$ cat config.mk
export PLATFORM = sky130hd
export DESIGN_NAME = fifo_queue_with_search
export DESIGN_NICKNAME = d
export VERILOG_FILES = /design/src/sv/fqs_pkg.sv /design/src/sv/fifo_queue_with_search.sv
export SDC_FILE = /design/constraint.sdc
export NUM_CORES = 1
export LEC_CHECK = 0
export ABC_AREA = 1
export BUFFER_PORTS_ARGS = -buffer_cell sky130_fd_sc_hd__buf_2
export CELL_PAD_IN_SITES_DETAIL_PLACEMENT = 0
export CELL_PAD_IN_SITES_GLOBAL_PLACEMENT = 1
export CORE_UTILIZATION = 25
export CTS_CLUSTER_DIAMETER = 40
export DETAILED_ROUTE_END_ITERATION = 8
export GPL_ROUTABILITY_DRIVEN = 0
export MAX_ROUTING_LAYER = met4
export PLACE_DENSITY_LB_ADDON = 0.1
export SETUP_SLACK_MARGIN = 0.5
export SYNTH_ARGS = -nofsm -noshare
export SYNTH_HDL_FRONTEND = slang
export SYNTH_SLANG_ARGS = --single-unit
$ cat constraint.sdc
create_clock -name clk -period 6.8 [get_ports clk]
set_input_delay 0.34 -clock clk [delete_from_list [all_inputs] [get_ports clk]]
set_output_delay 0.34 -clock clk [all_outputs]
set_load 0.1 [all_outputs]
$ cat src/sv/fqs_pkg.sv
// fqs_pkg: shared types and codes of the fifo queue with membership search
// request codes, result status codes and controller states
// no dependencies
package fqs_pkg;

	typedef enum logic [1:0] {
		REQ_ENQUEUE  = 2'd0,
		REQ_DEQUEUE  = 2'd1,
		REQ_PEEK     = 2'd2,
		REQ_CONTAINS = 2'd3
	} req_t;

	typedef enum logic [1:0] {
		STAT_OK    = 2'd0,
		STAT_EMPTY = 2'd1,
		STAT_FULL  = 2'd2
	} status_t;

	typedef enum logic [1:0] {
		ST_IDLE,
		ST_READ,
		ST_SCAN
	} state_t;

endpackage

$ cat src/sv/fifo_queue_with_search.sv
// fifo_queue_with_search: ring-buffer fifo with dequeue, peek and membership search
// entries sit in one synchronous memory with a registered read port
// depends on fqs_pkg
//
//  channel | signals                             | direction | role
//  --------+-------------------------------------+-----------+------------------------------
//  request | in_valid, in_stall, req_type, value | in        | one operation per transaction
//  result  | out_valid, out_stall, data_out,     | out       | one result per request
//          | found, status, count                |           |
//
// enqueue, full and empty cases load the result on acceptance; dequeue and peek
// first pass through ST_READ for the registered memory read; contains walks one entry per
// cycle through the single memory read port, and stops early on a match.
// reset clears head, tail, count and the controller; entry contents stay
// undefined until written, no clearing pass is needed.
// in_stall is high while a request is in work or the result register holds
// a result that the sink is stalling.
module fifo_queue_with_search
	import fqs_pkg::*;
#(
	parameter int DEPTH      = 16,
	parameter int DATA_WIDTH = 32
) (
	input  logic        clk,
	input  logic        arst_n,
	// request channel
	input  logic        in_valid,
	output logic        in_stall,
	input  logic [1:0]  req_type,
	input  logic [31:0] value,
	// result channel
	output logic        out_valid,
	input  logic        out_stall,
	output logic [31:0] data_out,
	output logic        found,
	output logic [1:0]  status,
	output logic [4:0]  count
);

	localparam int AW = $clog2(DEPTH);
	localparam int CW = $clog2(DEPTH + 1);
	localparam logic [DATA_WIDTH-1:0] WORD_ONES = '1;

	// ring pointer step, wraps at DEPTH also for non power of two depths
	function automatic logic [AW-1:0] ring_next(input logic [AW-1:0] p);
		ring_next = (p == AW'(DEPTH - 1)) ? '0 : p + 1'b1;
	endfunction

	// entry memory and its registered read port
	logic [DATA_WIDTH-1:0] mem [DEPTH];
	logic [DATA_WIDTH-1:0] rd_data_s1;
	logic [AW-1:0]         rd_addr;
	logic                  wr_en;

	// queue bookkeeping
	logic [AW-1:0] head_q, head_d;
	logic [AW-1:0] tail_q, tail_d;
	logic [CW-1:0] cnt_q, cnt_d;

	// search walk
	logic [AW-1:0]         scan_ptr_q, scan_ptr_d;
	logic [CW-1:0]         scan_left_q, scan_left_d;
	logic [DATA_WIDTH-1:0] key_q, key_d;
	logic                  cmp_valid_s1, scan_issue, scan_hit;

	state_t state_q, state_d;

	// result register
	logic                  res_load;
	logic [31:0]           res_data;
	logic                  res_found;
	status_t               res_status;
	logic [CW-1:0]         res_count;
	logic                  out_valid_q;
	logic [31:0]           data_out_q;
	logic                  found_q;
	status_t               status_q;
	logic [4:0]            count_q;

	req_t                  req;
	logic                  accept;
	logic                  q_empty, q_full;
	logic [DATA_WIDTH-1:0] word_in;

	assign req     = req_t'(req_type);
	assign word_in = DATA_WIDTH'(value);
	assign q_empty = (cnt_q == '0);
	assign q_full  = (cnt_q == CW'(DEPTH));

	// a new request only enters when idle and the result slot can take a result
	assign in_stall = (state_q != ST_IDLE) || (out_valid_q && out_stall);
	assign accept   = in_valid && !in_stall;

	assign scan_issue = (state_q == ST_SCAN) && (scan_left_q != '0);
	assign scan_hit   = cmp_valid_s1 && (rd_data_s1 == key_q);

	// next state
	always_comb begin
		state_d = state_q;
		unique case (state_q)
			ST_IDLE: begin
				if (accept && !q_empty) begin
					if (req == REQ_DEQUEUE || req == REQ_PEEK) begin
						state_d = ST_READ;
					end else if (req == REQ_CONTAINS) begin
						state_d = ST_SCAN;
					end
				end
			end
			ST_READ: begin
				state_d = ST_IDLE;
			end
			ST_SCAN: begin
				if (scan_hit || (scan_left_q == '0 && cmp_valid_s1)) begin
					state_d = ST_IDLE;
				end
			end
			default: begin
				state_d = ST_IDLE;
			end
		endcase
	end

	// datapath and result controls
	always_comb begin
		head_d      = head_q;
		tail_d      = tail_q;
		cnt_d       = cnt_q;
		scan_ptr_d  = scan_ptr_q;
		scan_left_d = scan_left_q;
		key_d       = key_q;
		wr_en       = 1'b0;
		rd_addr     = head_q;
		res_load    = 1'b0;
		res_data    = '0;
		res_found   = 1'b0;
		res_status  = STAT_OK;
		res_count   = cnt_q;
		unique case (state_q)
			ST_IDLE: begin
				if (accept) begin
					priority if (req == REQ_ENQUEUE) begin
						res_load = 1'b1;
						if (q_full) begin
							res_status = STAT_FULL;
						end else begin
							wr_en     = 1'b1;
							tail_d    = ring_next(tail_q);
							cnt_d     = cnt_q + 1'b1;
							res_count = cnt_q + 1'b1;
						end
					end else if (q_empty) begin
						res_load   = 1'b1;
						res_status = STAT_EMPTY;
						res_data   = 32'(WORD_ONES);
					end else if (req == REQ_DEQUEUE) begin
						// head read issued now, data lands in rd_data_s1
						head_d = ring_next(head_q);
						cnt_d  = cnt_q - 1'b1;
					end else if (req == REQ_CONTAINS) begin
						scan_ptr_d  = head_q;
						scan_left_d = cnt_q;
						key_d       = word_in;
					end else begin
						// peek: read only
					end
				end
			end
			ST_READ: begin
				res_load = 1'b1;
				res_data = 32'(rd_data_s1);
			end
			ST_SCAN: begin
				rd_addr = scan_ptr_q;
				if (scan_issue) begin
					scan_ptr_d  = ring_next(scan_ptr_q);
					scan_left_d = scan_left_q - 1'b1;
				end
				if (scan_hit) begin
					res_load  = 1'b1;
					res_found = 1'b1;
				end else if (scan_left_q == '0 && cmp_valid_s1) begin
					res_load = 1'b1;
				end
			end
			default: begin
			end
		endcase
	end

	// entry memory: one write port, one read port with registered data
	always_ff @(posedge clk) begin
		if (wr_en) begin
			mem[tail_q] <= word_in;
		end
		rd_data_s1 <= mem[rd_addr];
	end

	// control state
	always_ff @(posedge clk or negedge arst_n) begin
		if (!arst_n) begin
			state_q      <= ST_IDLE;
			head_q       <= '0;
			tail_q       <= '0;
			cnt_q        <= '0;
			scan_left_q  <= '0;
			cmp_valid_s1 <= 1'b0;
			out_valid_q  <= 1'b0;
		end else begin
			state_q      <= state_d;
			head_q       <= head_d;
			tail_q       <= tail_d;
			cnt_q        <= cnt_d;
			scan_left_q  <= scan_left_d;
			// a scan read issued this cycle is compared next cycle
			cmp_valid_s1 <= scan_issue && !scan_hit;
			if (res_load) begin
				out_valid_q <= 1'b1;
			end else if (!out_stall) begin
				out_valid_q <= 1'b0;
			end
		end
	end

	// payload registers
	always_ff @(posedge clk) begin
		scan_ptr_q <= scan_ptr_d;
		key_q      <= key_d;
		if (res_load) begin
			data_out_q <= res_data;
			found_q    <= res_found;
			status_q   <= res_status;
			count_q    <= 5'(res_count);
		end
	end

	assign out_valid = out_valid_q;
	assign data_out  = data_out_q;
	assign found     = found_q;
	assign status    = status_q;
	assign count     = count_q;

endmodule

## Word level (Yosys, flattened, before mapping)

Memories as Yosys holds them, arrays and structs flattened. A register that Yosys moved wholly into a read port is not among the register bits.
Index checks and enable logic that the tools add are counted.

| storage, ports and cells | value |
|---|---|
| memories kept | 1 |
| RAM bits | 512 |
| bits of input ports | 38 |
| word-level logic and storage cells | 125 |
| bits in registers | 98 |

| cells by class | value |
|---|---|
| bitwise logic cells | 4 |
| reduce and logical (&&, ||, !) cells | 28 |
| mux-type cells | 52 |
| add/sub/neg operators | 6 |
| equal/unequal tests | 21 |

Memories:

| name | words | width | read ports | clocked after memory_dff | write ports | RTL line | text |
|---|---|---|---|---|---|---|---|
| mem | 16 | 32 | 1 | 1 | 1 | fifo_queue_with_search.sv:50 | `logic [DATA_WIDTH-1:0] mem [DEPTH];` |

Operators with widths:

| operator | number |
|---|---|
| 32-bit two-way mux | 3 |
| 5-bit two-way mux | 13 |
| 32-bit case mux with 2 select lines | 1 |
| 4-bit two-way mux | 10 |
| 32-bit equality test | 1 |
| 1-bit two-way mux | 15 |
| 2-bit inequality test (second input constant) | 7 |
| 4-bit by 1-bit adder with 4-bit output (second input constant) | 3 |
| 4-bit equality test (second input constant) | 3 |
| 2-bit two-way mux | 6 |
| 5-bit zero test | 2 |
| 5-bit case mux with 2 select lines | 1 |
| 5-bit by 1-bit subtractor with 5-bit output (second input constant) | 2 |
| 4-bit case mux with 2 select lines | 1 |
| 4-bit AND reduction | 2 |
| 1-bit logical AND | 7 |
| 7-bit AND reduction | 1 |
| 2-bit equality test (second input constant) | 3 |
| 2-bit by 1-bit inequality test with 1-bit output (second input constant) | 3 |
| 6-bit AND reduction | 1 |
| 2-bit nonzero test | 3 |
| 5-bit by 1-bit adder with 5-bit output (second input constant) | 1 |
| 5-bit equality test (second input constant) | 1 |
| 5-bit AND reduction | 1 |
| other kinds (11) | 20 |

## Longest topological paths before layout

Gate-level depths: netlist of the first run.

| logic depth | value |
|---|---|
| word-level depth | 8 |
| gate-level depth with buffers | 13 |
| depth with buffers taken out | 12 |

## Worst setup path after synthesis of the first run

No wires, ideal clock.

| timing | value |
|---|---|
| path kind | flip-flop to flip-flop |
| from | register out_valid_q, in the netlist out_valid |
| to | memory mem[0][0] (enable) |
| cell stages (with the launch flop) | 8 |
| slack | 3.288 ns |
| buffers on the path | 0 |
| data arrival time | 3.091 ns |
| library setup time | 0.421 ns |
| path through | dfrtp_1 > nand2_1 > nand3_2 > nor2_2 > nand2_1 > inv_1 > nand2_1 > nor2_1 |

| between the ends | value |
|---|---|
| longest elaborated chain between the ends | 8 |

Ends and longest elaborated chain:

| what | RTL line | text |
|---|---|---|
| from (decl) | fifo_queue_with_search.sv:74 | `logic out_valid_q;` |
| from (signal assigned) | fifo_queue_with_search.sv:208 | `out_valid_q <= 1'b0;` |
| from (signal assigned) | fifo_queue_with_search.sv:218 | `out_valid_q <= 1'b1;` |
| from (signal assigned) | fifo_queue_with_search.sv:220 | `out_valid_q <= 1'b0;` |
| 1-bit logical AND | fifo_queue_with_search.sv:91 | `assign in_stall = (state_q != ST_IDLE) \|\| (out_valid_q && out_stall);` |
| 1-bit logical OR | fifo_queue_with_search.sv:91 |  |
| 1-bit zero test | fifo_queue_with_search.sv:92 | `assign accept = in_valid && !in_stall;` |
| 1-bit logical AND | fifo_queue_with_search.sv:92 |  |
| 1-bit two-way mux | fifo_queue_with_search.sv:141 | `if (accept) begin` |
| 1-bit two-way mux | fifo_queue_with_search.sv:139 | `unique case (state_q)` |
| 1-bit two-way mux | fifo_queue_with_search.sv:193 | `if (wr_en) begin` |
| 1-bit two-way mux (implied by the code) | fifo_queue_with_search.sv:194 | `mem[tail_q] <= word_in;` |
| to (decl) | fifo_queue_with_search.sv:50 |  |

Every way passes these cells.

## Worst setup path after layout of the first run

| timing | value |
|---|---|
| from | register state_q[1] |
| to | memory mem[14][27] (enable) |

| between the ends | value |
|---|---|
| longest elaborated chain between the ends | 8 |

Ends and longest elaborated chain:

| what | RTL line | text |
|---|---|---|
| from (decl) | fifo_queue_with_search.sv:66 | `state_t state_q, state_d;` |
| from (signal assigned) | fifo_queue_with_search.sv:210 | `state_q <= state_d;` |
| 2-bit nonzero test | fifo_queue_with_search.sv:91 |  |
| 1-bit logical OR | fifo_queue_with_search.sv:91 |  |
| 1-bit zero test | fifo_queue_with_search.sv:92 |  |
| 1-bit logical AND | fifo_queue_with_search.sv:92 |  |
| 1-bit two-way mux | fifo_queue_with_search.sv:141 |  |
| 1-bit two-way mux (*) | fifo_queue_with_search.sv:139 |  |
| 1-bit two-way mux (*) | fifo_queue_with_search.sv:193 |  |
| 1-bit two-way mux (implied by the code) (*) | fifo_queue_with_search.sv:194 |  |

Every way passes the cells marked *; elsewhere a longest branch is shown, timed or not.

==> metrics.cfg, run 1 <==
[timing]
worstMarginPinSlew_ns=1.064
max_freq_ghz=0.2722
worst_hold_slack_ns=0.05635
final.period_utilization_pct=54.02
maxSlewHeadroom_pct=28.97
clock-skew-final_ns=0.04640
setup_violations=0
finalSetupTns_ns=0
finalHoldViolCount=0
post-route-min-period_ns=3.674
rsz0062_at_grt=no
report.final.slew_viol_count=0

[global_routing]
met2_usage_pct=23.74
grt_first_pass_wirelength_mm=118.9
global_route.peak_usage_layer=met2
m3_gr_usage_pct=2.717
grt.met1_usage_pct=22.88
antenna_violations_before_repair=2
grt_start_max_net_pins=161
globalRoute.totalOverflow=0
grt_pass1_vias=16690
grt_usage_pct=16.18

[synth]
synth_cell_types=34
synth.largest_area_cell=sky130_fd_sc_hd__edfxtp_1
synth.net_count=2124
synth-edff-count=588
synth-seq-cells=642
asyncSetResetFlopFracSynth_pct=3.427
syn_inst=2072
area_share_of_the_leading_cell_type_in_the_synthesized_netlist_pct=68.36
synthesis.area_mm2=0.02583
postSynth.topFlopCell=sky130_fd_sc_hd__edfxtp_1
synth_area_per_cell_um2=12.47
synth_warnings=0
yosysSeqAreaShare_pct=72.97
yosys-top-cells-area=sky130_fd_sc_hd__edfxtp_1, sky130_fd_sc_hd__o211ai_1, sky130_fd_sc_hd__nor2_1

[setup_path]
crit_path_top_delay_cell=sky130_fd_sc_hd__nor2_4
timing.critical_path.arrival_ns=3.97
start_kind=register
critical_path.endpoint_type=register
cp.buffers_inverters=2
crit_path_max_incr_delay_ns=0.68
path_delay_family=simple AND/OR/NAND/NOR gates
required_ns=7.10
worstSetupPathType=reg -> reg
worstPathMaxFanout=17
cell_by_cell_trace_of_the_critical_path=nor2_1 -> nand3_2 -> nor2_2 -> nand2_1 -> inv_1 -> nand2_1 -> nor2_4 -> buf_4
cpMostUsedCell=sky130_fd_sc_hd__nand2_1

[clock_network]
ctsLongestPathBuffers=3
clock_insertion_delay_worst_skew_ns=0.70
cts_tree=yes
post_cts.resized_instances=0
clock_sink_count=642
cts.htree.levels=3
cts-root-buf=sky130_fd_sc_hd__clkbuf_16
tritoncts.num_buffers=120
path_clk_slew_ns=0.05

[drt]
drt_first_iter_violations=1125
avgViaCountPerCell=4.510
routed_wl_mm=81.60
detail-route-antenna-nets=0
vias=16530
post_drt_wl_per_cell_um=22.26
drt_drc=0
drt_pass1_iterations=5

[power]
report.power.total_uw=16330
p_leak_uw=0.01124
pwr_density_cell_mw_per_mm2=509.1
vdd_drop_max_mv=0.3670

[final_layout]
insertedDiodeCount=0
layout.nets=2246
areaGrowthSynthToFinish_pct=24.22
drive_gt1_share_pct=14.67

[floorplanning]
io_pins=80
placeableCoreArea_mm2=0.1020
die_width_um=323.4
die_area_mm2=0.1046
floorplan.die.height_um=323.4
initial_utilization_pct=25.31
placementRows=117

[status]
outcome=completed

[placement]
hpwl_mm=46.75
port_buffers=79

[job]
max_cap_violations=0

[worst_hold_path]
min_path_type=in -> reg

## power breakdown
group / leakage, µW / switching (µW) / total [µW] / internal (µW)
logic: 0.00339 / 3990 / 5300 / 1310
registers: 0.00585 / 226 / 4900 / 4670
clock network: 0.00200 / 2090 / 6140 / 4050
total: 0.0112 / 6300 / 16300 / 10000
## timing repair
action / 4_1_cts / 5_1_grt
endpoints found under the hold margin: 23 / 0
buffers inserted: 0 / 0
hold buffers: 2 / 0
## cells in the mapped netlist, types with 2 or more instances
cell,number
sky130_fd_sc_hd__buf_4,12
sky130_fd_sc_hd__inv_2,2
sky130_fd_sc_hd__clkbuf_2,5
sky130_fd_sc_hd__clkbuf_1,42
sky130_fd_sc_hd__edfxtp_1,588
sky130_fd_sc_hd__xor2_1,12
sky130_fd_sc_hd__o22ai_1,9
sky130_fd_sc_hd__or2_2,2
sky130_fd_sc_hd__xnor2_1,5
sky130_fd_sc_hd__inv_1,156
sky130_fd_sc_hd__nor4_1,4
sky130_fd_sc_hd__nand2_2,3
sky130_fd_sc_hd__ha_1,14
sky130_fd_sc_hd__nand3_1,90
sky130_fd_sc_hd__buf_2,52
sky130_fd_sc_hd__nand4_1,8
sky130_fd_sc_hd__o21ai_1,29
sky130_fd_sc_hd__dfxtp_1,32
sky130_fd_sc_hd__o21ai_0,222
sky130_fd_sc_hd__o211ai_1,194
sky130_fd_sc_hd__a21oi_1,11
sky130_fd_sc_hd__nand2_1,229
sky130_fd_sc_hd__nor3_1,9
sky130_fd_sc_hd__dfrtp_1,22
sky130_fd_sc_hd__nor2_1,311
## layout make-up
type                    instances  area, µm²
multi-input cells            1160       6025
clock inverters                83       1047
repair buffers                111      703.2
clock buffers                 142       3146
well taps                    1368       1712
fillers                     10300      69950
inverters                     159      604.3
flip-flops and latches        642      18850
## placed cells by master, fill, tap and decap left out, types with 6 or more instances in the layout
cell / count
sky130_fd_sc_hd__clkbuf_1: 16
sky130_fd_sc_hd__nor2_1: 294
sky130_fd_sc_hd__inv_1: 155
sky130_fd_sc_hd__o211ai_1: 194
sky130_fd_sc_hd__nor3_1: 9
sky130_fd_sc_hd__o21ai_1: 29
sky130_fd_sc_hd__xor2_1: 12
sky130_fd_sc_hd__nand3_1: 90
sky130_fd_sc_hd__clkinv_1: 16
sky130_fd_sc_hd__nand2_1: 227
sky130_fd_sc_hd__dfrtp_1: 22
sky130_fd_sc_hd__buf_4: 25
sky130_fd_sc_hd__o22ai_1: 9
sky130_fd_sc_hd__a21oi_1: 9
sky130_fd_sc_hd__clkbuf_16: 120
sky130_fd_sc_hd__o21ai_0: 222
sky130_fd_sc_hd__clkinvlp_4: 16
sky130_fd_sc_hd__dfxtp_1: 32
sky130_fd_sc_hd__edfxtp_1: 588
sky130_fd_sc_hd__clkbuf_8: 6
sky130_fd_sc_hd__clkinv_2: 19
sky130_fd_sc_hd__bufinv_16: 20
sky130_fd_sc_hd__ha_1: 14
sky130_fd_sc_hd__nor2_4: 17
sky130_fd_sc_hd__nand4_1: 8
sky130_fd_sc_hd__buf_2: 79
## per-layer routing
metal | wire length (µm) | vias up
li1 | - | 7753
met1 | 40450 | 8275
met2 | 36030 | 357
met3 | 3331 | 143
met4 | 1786 | 0
met5 | 0 | -
## stage by stage
| stage | setup slack [ns] | instance area, µm² | util (%) | std cells |
|---|---|---|---|---|
| after floorplan | 3.288 | 25830 | - | 2072 |
| after global placement | 2.983 | 27830 | 27.28 | 3436 |
| after detailed placement | 2.875 | 27850 | 27.30 | 3437 |
| after CTS | 3.087 | 32060 | 31.43 | 3664 |
| after global routing | 2.825 | 32080 | 31.44 | 3665 |
| final | 3.126 | 32080 | 31.44 | 3665 |
## final timing paths
kind / end / slack (ns) / cells after the start / start
min in group asynchronous: head_q[3] / 0.21 / 2 / arst_n
worst max register to register: mem[14][27] / 3.13 / 8 / state_q[1]
worst max-delay path: mem[14][27] / 3.13 / 8 / state_q[1]
worst min-delay path: mem[9][26] / 0.06 / 1 / value[26]
max in group asynchronous: tail_q[3] / 6.18 / 2 / arst_n
worst min register to register: tail_q[2] / 0.55 / 1 / tail_q[2]
## logic make-up after synthesis
kind of cell	Yosys count	share of synthesized area, %
multiplexers	1	0.04360
flip-flops	642	72.97
buffers and inverters	270	4.374
XOR/XNOR	17	0.5765
adder cells (fa/ha/maj)	14	0.6782
AND/OR/NAND/NOR	660	10.30
AO/OA/AOI/OAI	468	11.05
## flip-flops by register name, summed over array words and instances, names as in the netlist
name / flops
data_out: 32
cmp_valid_s1: 1
mem: 512
rd_data_s1: 32
out_valid: 1
count: 5
scan_left_q: 5
tail_q: 4
state_q: 2
cnt_q: 5
key_q: 32
found: 1
head_q: 4
status: 2
scan_ptr_q: 4
Power figures use the tool's default switching activity.
==> run 2: changes to the inputs <==
- clock period: 6.8 -> 3.5 ns (I/O delays scaled with it)
==> run 2 against run 1 <==
Clock power grew 91%. Design area grew 2.2%. Total power grew 97%. Sequential share of layout area shrank 1.3 points.
==> metrics.cfg, run 2 (synthesized netlist as in run 1, its figures left out) <==
[drt]
avgViaCountPerCell=4.480  ; -0.65%
detail-route-antenna-nets=0  ; unchanged
drt_pass1_iterations=5  ; unchanged
wl_met3_mm=3.407  ; +2.3%
drt_first_iter_violations=1284  ; +14%
post_drt_wl_per_cell_um=22.22  ; -0.18%
vias=16650  ; +0.73%
detail_route.wirelength.met1_mm=39.83  ; -1.5%
drt_drc=0  ; unchanged
top_layer_used=met4
routed-wl-met2_mm=37.45  ; +3.9%
routed_wl_mm=82.58  ; +1.2%

[timing]
finalHoldViolCount=0  ; unchanged
setup_violations=0  ; unchanged
final.period_utilization_pct=77.58  ; +24 points
maxSlewHeadroom_pct=53.76  ; +25 points
clock-skew-final_ns=0.04094  ; -0.005466 ns
timing.final.ws_setup_ns=0.7846  ; -2.342 ns
post-route-min-period_ns=2.715  ; -0.9582 ns
report.final.slew_viol_count=0  ; unchanged
rsz0062_at_grt=no
max_freq_ghz=0.3683  ; +35%
worstMarginPinSlew_ns=0.6937  ; -0.3703 ns

[final_layout]
fin_util_pct=32.13  ; +0.69 points
layout.cells.most_common=sky130_fd_sc_hd__edfxtp_1
fillCellCount=10240  ; -0.58%
layout.nets=2298  ; +2.3%
largest_register=mem
layout.area.seq_mm2=0.01885  ; unchanged
largest_reg_flops=512  ; unchanged
combined_area_of_the_multi_input_logic_cells_mm2=0.006027  ; about the same
most-common-layout-cells=sky130_fd_sc_hd__edfxtp_1, sky130_fd_sc_hd__nor2_1, sky130_fd_sc_hd__nand2_1, sky130_fd_sc_hd__o21ai_0, sky130_fd_sc_hd__o211ai_1
drive_gt1_share_pct=15.81  ; +1.1 points
areaGrowthSynthToFinish_pct=26.93

[worst_hold_path]
min_path_type=in -> async

[placement]
hpwl_mm=49.69  ; +6.3%
post-place-ws_ns=0.3807  ; -2.494 ns
port_buffers=79  ; unchanged

[clock_network]
clock_sink_count=642  ; unchanged
cts-root-buf=sky130_fd_sc_hd__clkbuf_16
cts_setup_buffers=0  ; unchanged
tritoncts.num_buffers=114  ; -5.0%
cts_tree=yes
ctsLongestPathBuffers=3  ; unchanged
cts.htree.levels=3  ; unchanged
path_clk_slew_ns=0.05  ; about the same
clock_insertion_delay_worst_skew_ns=0.69  ; about the same

[floorplanning]
placementRows=117  ; unchanged
io_pins=80  ; unchanged
die_width_um=323.4  ; unchanged
placeableCoreArea_mm2=0.1020  ; unchanged
initial_utilization_pct=25.31  ; unchanged
die_area_mm2=0.1046  ; unchanged
floorplan.die.height_um=323.4  ; unchanged

[global_routing]
grt_usage_pct=16.48  ; +0.30 points
grt_pass1_vias=17050  ; +2.1%
antenna_violations_before_repair=11  ; +9
grt_start_max_net_pins=72  ; -55%
grt_first_pass_wirelength_mm=120.2  ; +1.1%
globalRoute.totalOverflow=0  ; unchanged

[power]
pwr_density_cell_mw_per_mm2=983.4  ; +93%
comb_power_share_pct=34.0  ; +1.6 points
power.share.switching_pct=38.96  ; +0.38 points
part_of_the_total_power_dissipated_in_the_clock_network_pct=36.3  ; -1.3 points
seq_power_share_pct=29.7  ; -0.3 points
internal-power_uw=19680  ; +96%
net-switching-power_uw=12560  ; +99%
report.power.total_uw=32240  ; +97%
vdd_drop_max_mv=0.5653  ; +54%
p_leak_uw=0.01157  ; +2.9%

[setup_path]
worstSetupPathType=reg -> reg
timing.critical_path.arrival_ns=3.05  ; -0.92 ns
critical_path.endpoint_type=register
worstPathMaxFanout=17  ; unchanged
start_kind=register
required_ns=3.84  ; -3.26 ns

[job]
max_cap_violations=0  ; unchanged

[status]
outcome=completed

[run 2: critical path, stage by stage, from the launching register on]
cell,delay [ns]
sky130_fd_sc_hd__dfrtp_1,0.41
sky130_fd_sc_hd__nor2_1,0.29
sky130_fd_sc_hd__nand3_2,0.20
sky130_fd_sc_hd__nor2_2,0.24
sky130_fd_sc_hd__nand2_2,0.20
sky130_fd_sc_hd__inv_1,0.21
sky130_fd_sc_hd__nand2_1,0.28
sky130_fd_sc_hd__nor2_4,0.17
sky130_fd_sc_hd__buf_4,0.32
[run 2: final cells by class]
class	count	share of cell area, %
sequential	642	57.49
multi-input combinational	1160	18.38
clock buffer	133	9.262
tap	1368	5.221
timing repair buffer	169	4.499
clock inverter	84	3.301
inverter	159	1.836
antenna	1	0.007633
[run 2: metal layers]
metal / vias to the layer above / global-route usage, %
li1: 7858 / -
met3: 145 / 2.655
met5: - / -
met2: 335 / 25.28
met1: 8311 / 22.43
met4: 0 / 4.602
[run 2: stage by stage]
step	area, µm²	TNS [ns]	hold slack (ns)	std cells
2_1_floorplan	25830	-4.737	-0.1206	2072
3_3_place_gp	28310	0	0.2237	3463
3_5_place_dp	28310	0	0.2305	3463
4_1_cts	32780	0	0.005863	3715
5_1_grt	32780	0	0.04225	3715
6_report	32790	0	0.04136	3716
[run 2: timing repair]
item	4_1_cts	5_1_grt
resized for setup	0	2
setup endpoints to repair	0	112
endpoints found under the hold margin	565	0
hold buffers	35	0
[run 2: path summary, 6_finish.rpt]
kind | from | endpoint | slack (ns) | depth (start not counted)
worst max register to register | state_q[1] | mem[12][14] | 0.78 | 8
worst min-delay path | arst_n | cnt_q[3] | 0.04 | 2
worst min register to register | tail_q[2] | tail_q[2] | 0.57 | 1
worst max-delay path | state_q[1] | mem[12][14] | 0.78 | 8
min in group clk | req_type[0] | state_q[1] | 0.05 | 6
max in group asynchronous | arst_n | tail_q[1] | 3.03 | 2
[run 2: power by group through the flow]
| stage | sequential, µW | clock [µW] | combinational, µW |
|---|---|---|---|
| 2_1_floorplan | 10200 | 0 | 6230 |
| 3_5_place_dp | 9740 | 0 | 11200 |
| 4_1_cts | 9590 | 12000 | 11200 |
| 5_1_grt | 9650 | 12300 | 12100 |
| 3_3_place_gp | 9740 | 0 | 11200 |
| 6_report | 9590 | 11700 | 10900 |
==> run 3: changes to the inputs <==
- ABC_AREA: 1 -> 0
- clock period: 3.5 -> 2.7 ns (I/O delays scaled with it)
==> run 3 against run 2 <==
Critical path depth is 5 higher. Sequential share of layout area shrank 5.2 points. Synthesized area decreased by 2.7%. Worst setup slack lost 0.51 ns. Synthesized cell count down 15%. Total power rose by 40%. Final cell count is 3.5% lower. Clock skew shrank 0.018 ns.
==> metrics.cfg, run 3 <==
[status]
outcome=completed

[floorplanning]
placementRows=115  ; -1.7%
io_pins=80  ; unchanged
die_area_mm2=0.1018  ; -2.7%
die_width_um=319.1  ; -1.3%
placeableCoreArea_mm2=0.09899  ; -3.0%
floorplan.die.height_um=319.1  ; -1.3%
initial_utilization_pct=25.39  ; +0.077 points

[synth]
asyncSetResetFlopFracSynth_pct=3.427  ; unchanged
synth_warnings=0  ; unchanged
postSynth.topFlopCell=sky130_fd_sc_hd__edfxtp_1
synth_cell_types=59  ; +74%
yosys-top-cells-area=sky130_fd_sc_hd__edfxtp_1, sky130_fd_sc_hd__nand2_1, sky130_fd_sc_hd__mux2i_1
synth_area_per_cell_um2=14.22  ; +14%
area_share_of_the_leading_cell_type_in_the_synthesized_netlist_pct=70.25  ; +1.9 points
ys_top_cells_by_count=sky130_fd_sc_hd__edfxtp_1, sky130_fd_sc_hd__nand2_1, sky130_fd_sc_hd__o21ai_0, sky130_fd_sc_hd__nand3_1, sky130_fd_sc_hd__a21oi_1
synth-seq-cells=642  ; unchanged
yosysSeqAreaShare_pct=74.99  ; +2.0 points
synth-edff-count=588  ; unchanged
yosysMostFrequentCell=sky130_fd_sc_hd__edfxtp_1
synth.net_count=1819  ; -14%
synthesis.area_mm2=0.02514  ; -2.7%
syn_inst=1767  ; -15%
synth.largest_area_cell=sky130_fd_sc_hd__edfxtp_1

[final_layout]
layout.nets=2247  ; -2.2%
most-common-layout-cells=sky130_fd_sc_hd__edfxtp_1, sky130_fd_sc_hd__nand2_1, sky130_fd_sc_hd__clkbuf_16, sky130_fd_sc_hd__buf_4, sky130_fd_sc_hd__o21ai_0
largest_reg_flops=512  ; unchanged
fin_util_pct=36.43  ; +4.3 points
largest_register=mem
layout.cells.most_common=sky130_fd_sc_hd__edfxtp_1
fin_cells=3587  ; -3.5%
areaGrowthSynthToFinish_pct=43.46
drive_gt1_share_pct=29.14  ; +13 points

[setup_path]
worstSetupPathType=reg -> reg
worstReg2RegEnd=rd_data_s1[20]
r2r_start=state_q[0]
rrSetupSlack_ns=0.27  ; -0.51 ns
reg2reg_depth=13  ; +5
worstPathMaxFanout=4  ; -13
required_ns=3.32  ; -0.52 ns
start_kind=register
crit_path_start=state_q[0]
timing.critical_path.arrival_ns=3.05  ; about the same
critical_path.endpoint_type=register

[drt]
drt_drc=0  ; unchanged
drt_pass1_iterations=8  ; +3
routed_wl_mm=97.02  ; +17%
drt_first_iter_violations=1310  ; +2.0%
detail-route-antenna-nets=0  ; unchanged
post_drt_wl_per_cell_um=27.05  ; +22%
vias=16940  ; +1.7%
avgViaCountPerCell=4.721  ; +5.4%

[timing]
final.period_utilization_pct=89.89  ; +12 points
clock-skew-final_ns=0.02272  ; -0.01822 ns
rsz0062_at_grt=yes
max_freq_ghz=0.4120  ; +12%
report.final.slew_viol_count=0  ; unchanged
setup_violations=0  ; unchanged
timing.final.ws_setup_ns=0.2729  ; -0.5116 ns
worstMarginPinSlew_ns=0.7785  ; +0.08481 ns
worst_hold_slack_ns=0.07344  ; +0.03208 ns
maxSlewHeadroom_pct=47.99  ; -5.8 points
post-route-min-period_ns=2.427  ; -0.2884 ns
finalHoldViolCount=0  ; unchanged

[global_routing]
grt_pass1_vias=16830  ; -1.2%
grt_usage_pct=18.63  ; +2.2 points
grt_first_pass_wirelength_mm=130.2  ; +8.3%
antenna_violations_before_repair=1  ; -10
globalRoute.totalOverflow=0  ; unchanged
grt_start_max_net_pins=41  ; -43%

[power]
power.share.switching_pct=35.58  ; -3.4 points
vdd_drop_max_mv=0.6520  ; +15%
net-switching-power_uw=16100  ; +28%
internal-power_uw=29150  ; +48%
pwr_density_cell_mw_per_mm2=1255  ; +28%
seq_power_share_pct=27.5  ; -2.2 points
part_of_the_total_power_dissipated_in_the_clock_network_pct=34.0  ; -2.3 points
comb_power_share_pct=38.5  ; +4.5 points
p_leak_uw=0.01315  ; +14%

[clock_network]
clock_insertion_delay_worst_skew_ns=0.69  ; about the same
tritoncts.num_buffers=119  ; +4.4%
cts.htree.levels=3  ; unchanged
path_clk_slew_ns=0.05  ; about the same
cts_tree=yes
ctsLongestPathBuffers=3  ; unchanged
clock_sink_count=642  ; unchanged
cts-root-buf=sky130_fd_sc_hd__clkbuf_16

[worst_hold_path]
worst_hold_path.num_cells=5
worst_hold_startpoint=req_type[0]
terminating_pin_of_the_worst_hold_path=state_q[1]
min_path_type=in -> reg

[job]
max_cap_violations=0  ; unchanged

[placement]
post-place-ws_ns=-0.2252  ; -0.6059 ns
dp.cells=3163  ; -8.7%
port_buffers=79  ; unchanged
hpwl_mm=52.71  ; +6.1%

## run 3: changes by cell type in the layout (fill, tap and decap cells not counted), sizes merged, moves of 20 or more
cell / delta
nand2: +99
inv: -144
clkbuf: +24
a21oi: +61
o21ai: -119
mux2i: +68
buf: +212
nor2: -299
xor2: +22
o211ai: -177
a31oi: +20
## run 3: metrics by stage
step / instance area (µm²) / setup TNS (ns) / power, µW
after floorplan: 25260 / 0 / 19470
after global placement: 28480 / -7.152 / 25180
after detailed placement: 28480 / -8.684 / 25150
after CTS: 34910 / 0 / 44090
after global routing: 36060 / 0 / 47090
final: 36060 / 0 / 45250
## run 3: cells by family after synthesis
group	share of synthesized area, %
xor gates and xnor gates	1.394
muxes	2.907
adders and majority gates	0.6969
DFF	74.99
AOI/OAI and AO/OA	8.114
and+or+nand+nor	9.811
buffers and inverters	2.091
## run 3: cell type report
type	count	area [µm²]
well taps	1287	1610
fillers	9475	62940
clock buffers	140	3129
repair buffers	407	5030
clock inverters	85	1036
flip-flops and latches	642	18860
diodes	1	2.502
inverters	15	62.56
multi-input cells	1010	6326
## run 3: repair_timing
action                                  CTS  global route
hold buffers                             39             0
resized for setup                       110            75
pin swaps                                38            23
gates cloned                             20            20
endpoints found under the setup margin  632           602
hold endpoints to repair                573             0
buffers inserted                         76            43
## run 3: worst max path at each step
| stage | end | slack [ns] | cells after the start |
|---|---|---|---|
| 2_1_floorplan | mem[11][0] | 0.36 | 6 |
| 3_3_place_gp | data_out[17] | -0.19 | 6 |
| 5_1_grt | mem[5][24] | 0.18 | 10 |
| 4_1_cts | rd_data_s1[20] | 0.30 | 13 |
| 3_5_place_dp | data_out[8] | -0.23 | 6 |
| 6_report | rd_data_s1[20] | 0.27 | 13 |
## run 3: worst max-delay path, stage by stage, from the launching register on
cell	delay, ns
sky130_fd_sc_hd__dfrtp_1	0.40
sky130_fd_sc_hd__buf_4	0.17
sky130_fd_sc_hd__nor2b_4	0.11
sky130_fd_sc_hd__buf_6	0.11
sky130_fd_sc_hd__buf_6	0.10
sky130_fd_sc_hd__or3_4	0.12
sky130_fd_sc_hd__o31ai_4	0.06
sky130_fd_sc_hd__buf_12	0.14
sky130_fd_sc_hd__buf_4	0.15
sky130_fd_sc_hd__buf_4	0.14
sky130_fd_sc_hd__a222oi_1	0.41
sky130_fd_sc_hd__buf_4	0.21
sky130_fd_sc_hd__a32oi_2	0.11
sky130_fd_sc_hd__nand3_1	0.12
## run 3: per-layer routing
| metal | vias to the layer above | routed length, µm | track usage, % |
|---|---|---|---|
| met4 | 0 | 1715 | 4.744 |
| met2 | 433 | 45890 | 29.33 |
| met3 | 136 | 4548 | 3.023 |
| met1 | 8756 | 44870 | 24.94 |
| li1 | 7611 | - | - |
| met5 | - | 0 | - |
## run 3: power groups by stage
stage               logic [µW]  registers, µW  clock network [µW]
floorplan                 6310          13200                   0
CTS                      16000          12400               15700
finish                   17400          12400               15400
global route             18500          12500               16100
detailed placement       12600          12600                   0
global placement         12600          12600                   0
